==> src/sv/lcp_pkg.sv <==
// shared types, codes and constants of the line command parser
package lcp_pkg;

    localparam int LINE_BYTES_DEF = 64;
    localparam int QUEUE_DEPTH    = 2;

    localparam int CFG_INDEX_W = 2;

    localparam logic [CFG_INDEX_W-1:0] CFG_RR_ENABLE   = 2'd0;
    localparam logic [CFG_INDEX_W-1:0] CFG_VBAT_ENABLE = 2'd1;
    localparam logic [CFG_INDEX_W-1:0] CFG_SCAN_ENABLE = 2'd2;

    localparam logic [2:0] ST_REJECT    = 3'd0;
    localparam logic [2:0] ST_RR        = 3'd1;
    localparam logic [2:0] ST_VBAT      = 3'd2;
    localparam logic [2:0] ST_SCAN_ON   = 3'd3;
    localparam logic [2:0] ST_SCAN_OFF  = 3'd4;
    localparam logic [2:0] ST_NO_ACTION = 3'd5;

    localparam logic [1:0] CMD_BYTE = 2'd0;
    localparam logic [1:0] CMD_END  = 2'd1;
    localparam logic [1:0] CMD_DROP = 2'd2;

    localparam logic [7:0] CH_NUL   = 8'h00;
    localparam logic [7:0] CH_NL    = 8'h0A;
    localparam logic [7:0] CH_SPACE = 8'h20;
    localparam logic [7:0] CH_PLUS  = 8'h2B;
    localparam logic [7:0] CH_MINUS = 8'h2D;
    localparam logic [7:0] CH_ZERO  = 8'h30;
    localparam logic [7:0] CH_NINE  = 8'h39;

    // keywords left-aligned, first character in the top byte
    localparam logic [31:0] KW_RR   = 32'h5252_0000;
    localparam logic [31:0] KW_VBAT = 32'h5642_4154;
    localparam logic [31:0] KW_SCAN = 32'h5343_414E;
    localparam logic [31:0] KW_ON   = 32'h6F6E_0000;
    localparam logic [31:0] KW_OFF  = 32'h6F66_6600;

    localparam logic [2:0] LEN_RR   = 3'd2;
    localparam logic [2:0] LEN_VBAT = 3'd4;
    localparam logic [2:0] LEN_SCAN = 3'd4;
    localparam logic [2:0] LEN_ON   = 3'd2;
    localparam logic [2:0] LEN_OFF  = 3'd3;

    typedef struct packed {
        logic [1:0] kind;
        logic [7:0] data;
    } t_lcp_cmd;

    typedef struct packed {
        logic [2:0]  line_status;
        logic [15:0] first_value;
        logic [15:0] second_value;
    } t_lcp_result;

    typedef struct packed {
        logic rr_enable;
        logic vbat_enable;
        logic scan_enable;
    } t_lcp_cfg;

endpackage

==> src/sv/line_command_parser_top.sv <==
// top level of the line command parser: enable registers and front/queue/back hookup
// Takes one received byte per request and returns one result request per non-empty
// line: status (reject, rr, vbat, scan on, scan off, no action) and up to two 16-bit
// values. Bytes are parsed on the fly as they leave a two-entry command queue, so no
// line buffer is kept; a line result is registered at the edge that takes its
// newline out of the queue. Sustained rate is one byte per clock while results are
// taken; a line that reaches LINE_BYTES bytes is dropped without a result. The rr,
// vbat and scan enables reset to 1 and are sampled when the newline is processed.
module line_command_parser_top #(
    parameter int LINE_BYTES = lcp_pkg::LINE_BYTES_DEF
) (
    input  logic                          i_clk,
    input  logic                          i_rst_n,
    input  logic                          i_cfg_we,
    input  logic [lcp_pkg::CFG_INDEX_W-1:0] i_cfg_index,
    input  logic                          i_cfg_data,
    input  logic                          i_in_valid,
    output logic                          o_in_ready,
    input  logic [7:0]                    i_rx_byte,
    output logic                          o_out_valid,
    input  logic                          i_out_ready,
    output logic [2:0]                    o_line_status,
    output logic [15:0]                   o_first_value,
    output logic [15:0]                   o_second_value
);
    import lcp_pkg::*;

    t_lcp_cfg    r_cfg;
    t_lcp_cmd    front_cmd;
    logic        front_valid;
    logic        queue_ready;
    logic        queue_valid;
    t_lcp_cmd    queue_cmd;
    logic        back_pop;
    t_lcp_result result;

    always_ff @(posedge i_clk) begin
        if (!i_rst_n) begin
            r_cfg <= '{rr_enable: 1'b1, vbat_enable: 1'b1, scan_enable: 1'b1};
        end else if (i_cfg_we) begin
            case (i_cfg_index)
                CFG_RR_ENABLE:   r_cfg.rr_enable   <= i_cfg_data;
                CFG_VBAT_ENABLE: r_cfg.vbat_enable <= i_cfg_data;
                CFG_SCAN_ENABLE: r_cfg.scan_enable <= i_cfg_data;
                default: begin
                    r_cfg <= r_cfg;
                end
            endcase
        end
    end

    lcp_front #(
        .LINE_BYTES (LINE_BYTES)
    ) u_front (
        .i_clk       (i_clk),
        .i_rst_n     (i_rst_n),
        .i_in_valid  (i_in_valid),
        .o_in_ready  (o_in_ready),
        .i_rx_byte   (i_rx_byte),
        .o_cmd_valid (front_valid),
        .o_cmd       (front_cmd),
        .i_cmd_ready (queue_ready)
    );

    lcp_queue u_queue (
        .i_clk   (i_clk),
        .i_rst_n (i_rst_n),
        .i_push  (front_valid),
        .i_cmd   (front_cmd),
        .o_ready (queue_ready),
        .o_valid (queue_valid),
        .o_cmd   (queue_cmd),
        .i_pop   (back_pop)
    );

    lcp_back u_back (
        .i_clk       (i_clk),
        .i_rst_n     (i_rst_n),
        .i_cfg       (r_cfg),
        .i_cmd_valid (queue_valid),
        .i_cmd       (queue_cmd),
        .o_cmd_pop   (back_pop),
        .o_out_valid (o_out_valid),
        .i_out_ready (i_out_ready),
        .o_result    (result)
    );

    assign o_line_status  = result.line_status;
    assign o_first_value  = result.first_value;
    assign o_second_value = result.second_value;

endmodule

==> src/sv/lcp_front.sv <==
// front end: takes bytes, counts the line fill and classifies each request
module lcp_front #(
    parameter int LINE_BYTES = lcp_pkg::LINE_BYTES_DEF
) (
    input  logic            i_clk,
    input  logic            i_rst_n,
    input  logic            i_in_valid,
    output logic            o_in_ready,
    input  logic [7:0]      i_rx_byte,
    output logic            o_cmd_valid,
    output lcp_pkg::t_lcp_cmd o_cmd,
    input  logic            i_cmd_ready
);
    import lcp_pkg::*;

    localparam int CNT_W = $clog2(LINE_BYTES);

    logic [CNT_W-1:0] r_fill;
    logic [CNT_W-1:0] n_fill;
    logic             is_nl;
    logic             is_last;
    logic             accept;

    always_comb begin
        is_nl       = (i_rx_byte == CH_NL);
        is_last     = (r_fill == CNT_W'(LINE_BYTES - 1));
        o_in_ready  = i_cmd_ready;
        accept      = i_in_valid && i_cmd_ready;
        // empty line needs no work in the back end
        o_cmd_valid = i_in_valid && !(is_nl && (r_fill == '0));
        o_cmd.data  = i_rx_byte;
        if (is_nl) begin
            o_cmd.kind = CMD_END;
        end else if (is_last) begin
            o_cmd.kind = CMD_DROP;
        end else begin
            o_cmd.kind = CMD_BYTE;
        end
        n_fill = r_fill;
        if (accept) begin
            if (is_nl || is_last) begin
                n_fill = '0;
            end else begin
                n_fill = r_fill + 1'b1;
            end
        end
    end

    always_ff @(posedge i_clk) begin
        if (!i_rst_n) begin
            r_fill <= '0;
        end else begin
            r_fill <= n_fill;
        end
    end

endmodule

==> src/sv/lcp_queue.sv <==
// short command queue between front and back end
module lcp_queue (
    input  logic              i_clk,
    input  logic              i_rst_n,
    input  logic              i_push,
    input  lcp_pkg::t_lcp_cmd i_cmd,
    output logic              o_ready,
    output logic              o_valid,
    output lcp_pkg::t_lcp_cmd o_cmd,
    input  logic              i_pop
);
    import lcp_pkg::*;

    localparam int PTR_W = (QUEUE_DEPTH > 1) ? $clog2(QUEUE_DEPTH) : 1;
    localparam int CNT_W = $clog2(QUEUE_DEPTH + 1);

    t_lcp_cmd         r_slot [QUEUE_DEPTH];
    logic [PTR_W-1:0] r_wr_ptr;
    logic [PTR_W-1:0] r_rd_ptr;
    logic [CNT_W-1:0] r_count;
    logic             do_push;
    logic             do_pop;

    always_comb begin
        o_ready = (r_count != CNT_W'(QUEUE_DEPTH));
        o_valid = (r_count != '0);
        o_cmd   = r_slot[r_rd_ptr];
        do_push = i_push && o_ready;
        do_pop  = i_pop && o_valid;
    end

    always_ff @(posedge i_clk) begin
        if (do_push) begin
            r_slot[r_wr_ptr] <= i_cmd;
        end
    end

    always_ff @(posedge i_clk) begin
        if (!i_rst_n) begin
            r_wr_ptr <= '0;
            r_rd_ptr <= '0;
            r_count  <= '0;
        end else begin
            if (do_push) begin
                r_wr_ptr <= (r_wr_ptr == PTR_W'(QUEUE_DEPTH - 1)) ? '0 : r_wr_ptr + 1'b1;
            end
            if (do_pop) begin
                r_rd_ptr <= (r_rd_ptr == PTR_W'(QUEUE_DEPTH - 1)) ? '0 : r_rd_ptr + 1'b1;
            end
            if (do_push && !do_pop) begin
                r_count <= r_count + 1'b1;
            end else if (do_pop && !do_push) begin
                r_count <= r_count - 1'b1;
            end
        end
    end

endmodule

==> src/sv/lcp_back.sv <==
// back end: streaming tokenizer, keyword match, number conversion, result register
module lcp_back (
    input  logic                 i_clk,
    input  logic                 i_rst_n,
    input  lcp_pkg::t_lcp_cfg    i_cfg,
    input  logic                 i_cmd_valid,
    input  lcp_pkg::t_lcp_cmd    i_cmd,
    output logic                 o_cmd_pop,
    output logic                 o_out_valid,
    input  logic                 i_out_ready,
    output lcp_pkg::t_lcp_result o_result
);
    import lcp_pkg::*;

    localparam logic [1:0] NUM_LEAD  = 2'd0;
    localparam logic [1:0] NUM_SIGN  = 2'd1;
    localparam logic [1:0] NUM_DIGIT = 2'd2;
    localparam logic [1:0] NUM_STOP  = 2'd3;

    typedef struct packed {
        logic [1:0]  phase;
        logic        neg;
        logic [15:0] val;
    } t_num;

    function automatic logic char_match(input logic [31:0] word, input logic [2:0] wlen,
                                        input logic [2:0] pos, input logic [7:0] c);
        logic [7:0] w;
        w = word[{~pos[1:0], 3'b000} +: 8];
        return (pos < wlen) && (c == w);
    endfunction

    function automatic logic [7:0] fold_lower(input logic [7:0] c);
        logic [7:0] r;
        r = c;
        if (c inside {[8'h41:8'h5A]}) begin
            r = c + 8'd32;
        end
        return r;
    endfunction

    function automatic t_num num_step(input t_num s, input logic [7:0] c);
        t_num       r;
        logic       digit;
        logic [15:0] acc;
        r     = s;
        digit = (c >= CH_ZERO) && (c <= CH_NINE);
        acc   = {s.val[12:0], 3'b000} + {s.val[14:0], 1'b0} + {8'd0, c - CH_ZERO};
        case (s.phase)
            NUM_LEAD: begin
                if (c inside {[8'd9:8'd13]}) begin
                    r.phase = NUM_LEAD;
                end else if (c == CH_PLUS || c == CH_MINUS) begin
                    r.neg   = (c == CH_MINUS);
                    r.phase = NUM_SIGN;
                end else if (digit) begin
                    r.val   = acc;
                    r.phase = NUM_DIGIT;
                end else begin
                    r.phase = NUM_STOP;
                end
            end
            NUM_SIGN, NUM_DIGIT: begin
                if (digit) begin
                    r.val   = acc;
                    r.phase = NUM_DIGIT;
                end else begin
                    r.phase = NUM_STOP;
                end
            end
            default: begin
                r.phase = NUM_STOP;
            end
        endcase
        return r;
    endfunction

    function automatic logic [15:0] num_value(input t_num s);
        return s.neg ? 16'(16'd0 - s.val) : s.val;
    endfunction

    localparam t_num NUM_INIT = '{phase: NUM_LEAD, neg: 1'b0, val: 16'd0};

    logic        r_ended, n_ended;
    logic        r_in_tok, n_in_tok;
    logic [2:0]  r_ntok, n_ntok;
    logic [2:0]  r_t0_len, n_t0_len;
    logic        r_t0_rr, n_t0_rr;
    logic        r_t0_vbat, n_t0_vbat;
    logic        r_t0_scan, n_t0_scan;
    logic [2:0]  r_t1_len, n_t1_len;
    logic        r_t1_on, n_t1_on;
    logic        r_t1_off, n_t1_off;
    t_num        r_num1, n_num1;
    t_num        r_num2, n_num2;
    logic        r_out_valid, n_out_valid;
    t_lcp_result r_result, n_result;

    logic [2:0]  tok_idx;
    logic [7:0]  c;
    logic [7:0]  c_low;
    logic        kw_rr, kw_vbat, kw_scan;
    t_lcp_result line_res;

    always_comb begin
        c      = i_cmd.data;
        c_low  = fold_lower(c);
        kw_rr   = r_t0_rr && (r_t0_len == LEN_RR);
        kw_vbat = r_t0_vbat && (r_t0_len == LEN_VBAT);
        kw_scan = r_t0_scan && (r_t0_len == LEN_SCAN);

        line_res = '{line_status: ST_NO_ACTION, first_value: 16'd0, second_value: 16'd0};
        if (r_ntok == 3'd0) begin
            line_res.line_status = ST_REJECT;
        end else if (i_cfg.rr_enable && kw_rr) begin
            if (r_ntok >= 3'd3) begin
                line_res.line_status  = ST_RR;
                line_res.first_value  = num_value(r_num1);
                line_res.second_value = num_value(r_num2);
            end else begin
                line_res.line_status = ST_REJECT;
            end
        end else if (i_cfg.vbat_enable && kw_vbat) begin
            if (r_ntok >= 3'd2) begin
                line_res.line_status = ST_VBAT;
                line_res.first_value = num_value(r_num1);
            end else begin
                line_res.line_status = ST_REJECT;
            end
        end else if (i_cfg.scan_enable && kw_scan) begin
            if (r_ntok < 3'd2) begin
                line_res.line_status = ST_REJECT;
            end else if (r_t1_on && (r_t1_len == LEN_ON)) begin
                line_res.line_status = ST_SCAN_ON;
            end else if (r_t1_off && (r_t1_len == LEN_OFF)) begin
                line_res.line_status = ST_SCAN_OFF;
            end
        end

        o_cmd_pop = i_cmd_valid &&
                    ((i_cmd.kind != CMD_END) || !r_out_valid || i_out_ready);

        n_ended   = r_ended;
        n_in_tok  = r_in_tok;
        n_ntok    = r_ntok;
        n_t0_len  = r_t0_len;
        n_t0_rr   = r_t0_rr;
        n_t0_vbat = r_t0_vbat;
        n_t0_scan = r_t0_scan;
        n_t1_len  = r_t1_len;
        n_t1_on   = r_t1_on;
        n_t1_off  = r_t1_off;
        n_num1    = r_num1;
        n_num2    = r_num2;
        n_result  = r_result;
        n_out_valid = r_out_valid && !i_out_ready;
        tok_idx   = r_in_tok ? r_ntok - 3'd1 : r_ntok;

        if (o_cmd_pop) begin
            if (i_cmd.kind == CMD_BYTE) begin
                if (!r_ended) begin
                    if (c == CH_NUL) begin
                        n_ended = 1'b1;
                    end else if (c == CH_SPACE) begin
                        n_in_tok = 1'b0;
                    end else begin
                        if (!r_in_tok) begin
                            n_in_tok = 1'b1;
                            if (r_ntok != 3'd4) begin
                                n_ntok = r_ntok + 3'd1;
                            end
                        end
                        case (tok_idx)
                            3'd0: begin
                                n_t0_rr   = r_t0_rr && char_match(KW_RR, LEN_RR, r_t0_len, c);
                                n_t0_vbat = r_t0_vbat &&
                                            char_match(KW_VBAT, LEN_VBAT, r_t0_len, c);
                                n_t0_scan = r_t0_scan &&
                                            char_match(KW_SCAN, LEN_SCAN, r_t0_len, c);
                                if (r_t0_len != 3'd7) begin
                                    n_t0_len = r_t0_len + 3'd1;
                                end
                            end
                            3'd1: begin
                                n_t1_on  = r_t1_on && char_match(KW_ON, LEN_ON, r_t1_len, c_low);
                                n_t1_off = r_t1_off &&
                                           char_match(KW_OFF, LEN_OFF, r_t1_len, c_low);
                                if (r_t1_len != 3'd7) begin
                                    n_t1_len = r_t1_len + 3'd1;
                                end
                                n_num1 = num_step(r_num1, c);
                            end
                            3'd2: begin
                                n_num2 = num_step(r_num2, c);
                            end
                            default: begin
                                n_num2 = r_num2;
                            end
                        endcase
                    end
                end
            end else begin
                if (i_cmd.kind == CMD_END) begin
                    n_out_valid = 1'b1;
                    n_result    = line_res;
                end
                n_ended   = 1'b0;
                n_in_tok  = 1'b0;
                n_ntok    = 3'd0;
                n_t0_len  = 3'd0;
                n_t0_rr   = 1'b1;
                n_t0_vbat = 1'b1;
                n_t0_scan = 1'b1;
                n_t1_len  = 3'd0;
                n_t1_on   = 1'b1;
                n_t1_off  = 1'b1;
                n_num1    = NUM_INIT;
                n_num2    = NUM_INIT;
            end
        end

        o_out_valid = r_out_valid;
        o_result    = r_result;
    end

    always_ff @(posedge i_clk) begin
        if (!i_rst_n) begin
            r_ended     <= 1'b0;
            r_in_tok    <= 1'b0;
            r_ntok      <= 3'd0;
            r_t0_len    <= 3'd0;
            r_t0_rr     <= 1'b1;
            r_t0_vbat   <= 1'b1;
            r_t0_scan   <= 1'b1;
            r_t1_len    <= 3'd0;
            r_t1_on     <= 1'b1;
            r_t1_off    <= 1'b1;
            r_num1      <= NUM_INIT;
            r_num2      <= NUM_INIT;
            r_out_valid <= 1'b0;
        end else begin
            r_ended     <= n_ended;
            r_in_tok    <= n_in_tok;
            r_ntok      <= n_ntok;
            r_t0_len    <= n_t0_len;
            r_t0_rr     <= n_t0_rr;
            r_t0_vbat   <= n_t0_vbat;
            r_t0_scan   <= n_t0_scan;
            r_t1_len    <= n_t1_len;
            r_t1_on     <= n_t1_on;
            r_t1_off    <= n_t1_off;
            r_num1      <= n_num1;
            r_num2      <= n_num2;
            r_out_valid <= n_out_valid;
        end
    end

    always_ff @(posedge i_clk) begin
        r_result <= n_result;
    end

endmodule

==> config.mk <==
export PLATFORM = sky130hd
export DESIGN_NAME = line_command_parser_top
export DESIGN_NICKNAME = d
export VERILOG_FILES = /design/src/sv/lcp_pkg.sv /design/src/sv/line_command_parser_top.sv /design/src/sv/lcp_front.sv /design/src/sv/lcp_queue.sv /design/src/sv/lcp_back.sv
export SDC_FILE = /design/constraint.sdc
export NUM_CORES = 1
export LEC_CHECK = 0
export BUFFER_PORTS_ARGS = -buffer_cell sky130_fd_sc_hd__buf_2
export CORE_MARGIN = 4
export CORE_UTILIZATION = 40
export CTS_CLUSTER_SIZE = 8
export DETAILED_ROUTE_END_ITERATION = 10
export PLACE_DENSITY = 0.63
export SYNTH_ARGS = -nofsm -noshare
export SYNTH_HDL_FRONTEND = slang
export SYNTH_HIERARCHICAL = 1
export SYNTH_SLANG_ARGS = --single-unit
==> constraint.sdc <==
create_clock -name i_clk -period 4.4 [get_ports i_clk]
set_clock_uncertainty 0.2 [all_clocks]
set_input_delay 0.22 -clock i_clk [delete_from_list [all_inputs] [get_ports i_clk]]
set_output_delay 0.22 -clock i_clk [all_outputs]
set_load 0.01 [all_outputs]
# After elaboration in Yosys (flattened, before gate mapping)

Memories as Yosys holds them, arrays and structs flattened. A register that Yosys moved wholly into a read port is not among the register bits.
Index checks and enable logic that the tools add are counted.

Flip-flop bits (word level): 103
ROM bits: 0
Memories kept: 1
Input port bits: 16
Word-level logic and storage cells: 288
Memory bits (writable): 20
Output and inout bits: 37
Bits in latches: 0

Memories:

| name           | words | bits a word | rd ports | clocked after Yosys merged registers in | write ports | line            | RTL |
|---|---|---|---|---|---|---|---|
| u_queue.r_slot | 2     | 10          | 1        | 1                                       | 1           | lcp_queue.sv:17 | `t_lcp_cmd r_slot [QUEUE_DEPTH];` |

Divide/modulo/power cells: 0
Order comparisons: 13
Multipliers: 0
Shift-type cells: 5
Bitwise logic cells: 5
Muxes and demuxes: 105
Eq/ne operators: 48
Reductions and logical operators: 67
Add/sub/neg operators: 17

Operators with widths:

| kind                                                                          | count |
|---|---|
| 19-bit 2-to-1 mux                                                             | 11 |
| 32-bit by 6-bit variable part select with 8-bit output (first input constant) | 5 |
| 16-bit 2-to-1 mux                                                             | 8 |
| 3-bit 2-to-1 mux                                                              | 23 |
| 16-bit case mux with 2 select lines                                           | 2 |
| 1-bit 2-to-1 mux                                                              | 47 |
| 8-bit equality test                                                           | 5 |
| 17-bit 2-to-1 mux                                                             | 2 |
| 16-bit adder                                                                  | 2 |
| 16-bit by 8-bit adder with 16-bit output                                      | 2 |
| 32-bit 2-to-1 mux                                                             | 1 |
| 8-bit AND reduction                                                           | 4 |
| 1-bit by 16-bit subtractor with 16-bit output (first input constant)          | 2 |
| 1-bit logical AND                                                             | 30 |
| 2-bit != test (second input constant)                                         | 15 |
| 3-bit != test (second input constant)                                         | 9 |
| 8-bit by 6-bit equality test with 1-bit output (second input constant)        | 3 |
| 6-bit AND reduction                                                           | 3 |
| 5-bit AND reduction                                                           | 3 |
| 2-bit 2-to-1 mux                                                              | 7 |
| 3-bit by 2-bit equality test with 1-bit output (second input constant)        | 4 |
| 3-bit by 2-bit < comparator with 1-bit output (second input constant)         | 4 |
| 3-bit by 1-bit adder with 3-bit output (second input constant)                | 3 |
| 8-bit by 6-bit adder with 8-bit output (second input constant)                | 1 |
| 37 further kinds                                                              | 64 |

# Logic depth before layout (Yosys ltp)

Depth after elaboration: 11
Gate-level depth with buffers: 15
Gate-level depth less buffers: 13

# Modules after synthesis

Netlist, hierarchy kept.

Modules (own cells, without submodules):

| module                  | times used | cells an instance | area an instance (µm²) | sequential area each (µm²) |
|---|---|---|---|---|
| lcp_back                | 1          | 782               | 6886.6                 | 2152.1 |
| lcp_queue               | 1          | 56                | 952.2                  | 700.7 |
| lcp_front               | 1          | 57                | 475.5                  | 120.1 |
| line_command_parser_top | 1          | 13                | 142.6                  | 60.1 |

# Worst setup path before layout

No wires, ideal clock.

Kind: reg2reg
From: register (tool-made name)
To: register u_back/r_num1[15] in the netlist's numbering
Stages on the path, launching flop included: 14
Required time: 4.083 ns
Setup time: 0.117 ns
Period minus slack after synthesis: 3.977 ns
Path buffers: 1
Arrival: 3.659 ns
Slack: 0.423 ns
Path through: dfxtp_1 -> buf_2 -> mux2_2 -> ha_1 -> a21oi_1 -> xor2_1 -> fa_1 -> ha_1 -> o21a_1 -> and3_1 -> a211o_1 -> a221oi_1 -> o311ai_0 -> a32o_1

RTL lines:

| item                   | line            | RTL |
|---|---|---|
| end signal: assignment | lcp_back.sv:252 | `r_num1 <= n_num1;` |
| end: declaration       | lcp_back.sv:94  | `t_num r_num1, n_num1;` |

==> qor.csv <==
stage,metric,value,unit
floorplanning,initial_core_util,0.413,
yosys,synth-edff-count,55,
yosys,netlist_instances,908,
cells_and_area,regArea,3030,µm²
cells_and_area,multi_input_area,5020,µm²
floorplanning,die_h,153,µm
yosys,netlist_area,8460,µm²
route,drt_first_pass_iters,5,
global_routing,grt_use_met2,0.270,
global_routing,grt-busiest-layer,met2,
timing,fin_setup_tns,0,ns
route,vias,6803,
clock_network,cts_sinks,124,
global_routing,use_met1,0.232,
yosys,synthFlopType,dfxtp_1,
critical_path,critPathMaxFanout,7,
critical_path,r2r_slack,0.23,ns
outcome,status,finished clean,
yosys,yosys_warnings,6,
power_and_ir_drop,leakagePower,3.86,nW
clock_network,cts_tree,done,
cells_and_area,n_antenna_cell,0,
route,wl,19.5,mm
critical_path,worstSetupStartpointType,flop,
yosys,ys_seq_area_frac,0.359,
cells_and_area,fin_cells,1247,
critical_path,reg2regPathDepth,12,
cells_and_area,fillers,1962,
power_and_ir_drop,vdd_ir_drop_max,0.300,mV
timing,hold_violations,0,
min_path,hold_class,input port to flop,
critical_path,crit_arrival,4.28,ns
floorplanning,boundaryPins,53,
clock_network,clk_path_buf_depth,2,
clock_network,root_buffer,clkbuf_16,
clock_network,htree_levels,4,
cells_and_area,final_util,0.473,
min_path,min-delay-start,i_rst_n,
critical_path,reg2reg_to,u_back/r_num1[15],
yosys,synth-seq-cells,124,
global_routing,grt_max_degree,36,
critical_path,crit_required,4.51,ns
global_routing,first_global_vias,6589,
global_routing,grt_pass1_wl,33.0,mm
global_routing,grt-ovfl-total,0,
clock_network,path_clk_slew,0.06,ns
timing,max-slew-margin-rel,0.334,
route,drt_iter0_drc,494,
placement,place_area,8920,µm²
route,remaining_drc_errors,0,
min_path,min_path_cells,3,
timing,setup_viol,0,
timing,max_freq,240,MHz
route,vias_per_cell,5.46,
timing,fin_crit,4.17,ns
yosys,ys_types,87,
cells_and_area,drive_gt1_frac,0.139,
placement,place_inst,1198,
placement,hpwl,14.2,mm
min_path,whs_endpoint,u_back/r_num1[16],
floorplanning,fp-row-count,52,
route,ant_nets,0,
global_routing,use_met3,0.0373,
yosys,async_reset_ff_frac,0,
power_and_ir_drop,cellPowerDensity,489,nW/µm²
floorplanning,core_area,20500,µm²
flow_run,maxCapViolations,0,
critical_path,critPathCaptureType,flop,
yosys,synth_nets,1009,
route,wl_per_cell,15.6,µm
timing,rsz0062_at_grt,no,
placement,io_buffer_count,52,
placement,gp_congestion,0.880,
global_routing,antenna_found_initial,0,
floorplanning,die_w,153,µm
clock_network,clock_latency,0.42,ns
critical_path,crit_type,flop to flop,
timing,tightest_slew,0.996,ns
timing,fin_crit_sh,0.948,
clock_network,cts_made_buffers,17,
global_routing,grtUsageTotal,0.168,
floorplanning,dieArea,23500,µm²
timing,maxSlewViolCount,0,
cells_and_area,area_delta_synth_final,14.6,%
yosys,avgSynthCellArea,9.31,µm²
cells_and_area,fin_nets,1065,
cells_and_area,final_area,9690,µm²
-- state kept, by name, summed over array words and instances, names as in the netlist, 2 cells and up, named ones only --
name / count
u_back/r_t0_len: 3
u_back/r_num1: 19
u_front/r_fill: 6
u_back/o_result: 35
r_cfg: 3
u_back/r_ntok: 3
u_back/r_t1_len: 3
u_queue/r_slot: 20
u_back/r_num2: 19
u_queue/r_count: 2
-- cells by family (layout without fill, tap and decap cells) --
logic type	after synthesis	after routing	synth area share
mux	22	22	0.0287
xor+xnor	59	59	0.0611
compound gates	225	225	0.178
simple gates	300	300	0.187
fa+ha+maj	85	85	0.136
flops	124	124	0.359
buf+inv	93	162	0.0499
-- cell usage after synthesis, types with 4 or more instances --
master	instances	share of area
a21oi_1	62	0.037
clkbuf_1	14	0.0062
ha_1	73	0.11
o21a_1	11	0.0098
fa_1	12	0.028
xor2_1	26	0.027
nor3_1	13	0.0077
mux2_2	10	0.013
a221oi_1	4	0.0041
and2_1	5	0.0037
mux2i_1	10	0.012
o31ai_1	7	0.0062
o32ai_1	5	0.0052
o21ai_1	5	0.0030
a21o_1	7	0.0062
buf_4	11	0.0098
nand2b_1	12	0.0089
nand4_1	13	0.0096
and3_1	9	0.0067
buf_1	4	0.0018
nor2_1	75	0.033
inv_1	49	0.022
edfxtp_1	55	0.20
nor4_1	12	0.0089
nor2b_1	11	0.0081
dfxtp_1	69	0.16
o21ai_0	53	0.031
a31oi_1	9	0.0067
xnor2_1	33	0.034
or3_1	15	0.011
o22ai_1	5	0.0037
nand2_1	65	0.029
or4_1	8	0.0071
a211oi_1	5	0.0044
buf_2	13	0.0077
nand3b_1	6	0.0053
or2_2	4	0.0030
nand3_1	27	0.016
o41ai_1	8	0.0083
-- worst max-delay path by stage --
stage                     from           endpoint  slack [ns]  cells after the start
after floorplan           flop  u_back/r_num1[15]        0.42                     13
after global placement    flop  u_back/r_num1[15]        0.26                     13
after global routing      flop  u_back/r_num1[15]       0.005                     12
after detailed placement  flop  u_back/r_num1[15]        0.16                     13
final                     flop  u_back/r_num1[15]        0.23                     12
after CTS                 flop  u_back/r_num1[15]        0.15                     13
-- layer usage --
| metal | share of wire | wire, µm |
|---|---|---|
| met1 | 0.50 | 9650 |
| met2 | 0.46 | 8900 |
| met3 | 0.039 | 761 |
| met4 | 0.0072 | 140 |
| met5 | 0 | 0 |
-- layout make-up --
type	count	area share
tap	270	0.0349
multi-input combinational	691	0.518
inverter	49	0.0190
timing repair buffer	81	0.0534
sequential	124	0.313
clock inverter	8	0.00852
clock buffer	24	0.0529
-- layout by cell type (no fill, tap or decap), types with 13 or more instances in the layout --
cell type / n
nand4_1: 13
ha_1: 73
inv_1: 49
o21ai_0: 53
dfxtp_1: 69
dlygate4sd3_1: 16
xor2_1: 26
a21oi_1: 62
clkbuf_16: 18
edfxtp_1: 55
nand3_1: 27
nand2_1: 65
xnor2_1: 32
buf_4: 13
or3_1: 15
nor3_1: 13
nor2_1: 73
buf_2: 52
-- what timing repair did --
action	in CTS	in global routing
resized for setup	0	2
hold buffers	16	0
endpoints found under the hold margin	21	0
setup endpoints to repair	0	1
setup buffers	0	1
-- worst max-delay path, stage by stage, from the launching register on --
cell	delay (ns)
dfxtp_1	0.50
mux2_2	0.39
ha_1	0.21
a21oi_1	0.17
xor2_1	0.29
fa_1	0.47
ha_1	0.37
o21a_1	0.23
and3_1	0.18
a211o_1	0.37
a221oi_1	0.27
o311ai_0	0.17
a32o_1	0.22
-- through the flow --
stage               power [mW]  hold slack [ns]  setup slack, ns
detailed placement        3.31            0.231            0.162
floorplan                 2.86            0.194            0.423
CTS                       4.74           0.0813            0.150
global route              5.04           0.0990          0.00485
global placement          3.30            0.230            0.255
finish                    4.74           0.0781            0.229
-- power by group --
| group | internal (mW) | leakage [nW] | switching, mW |
|---|---|---|---|
| registers | 1.38 | 1.08 | 0.133 |
| clock network | 0.871 | 0.280 | 0.527 |
| logic | 0.699 | 2.50 | 1.13 |
No activity file was read; power rests on OpenSTA's default activity.
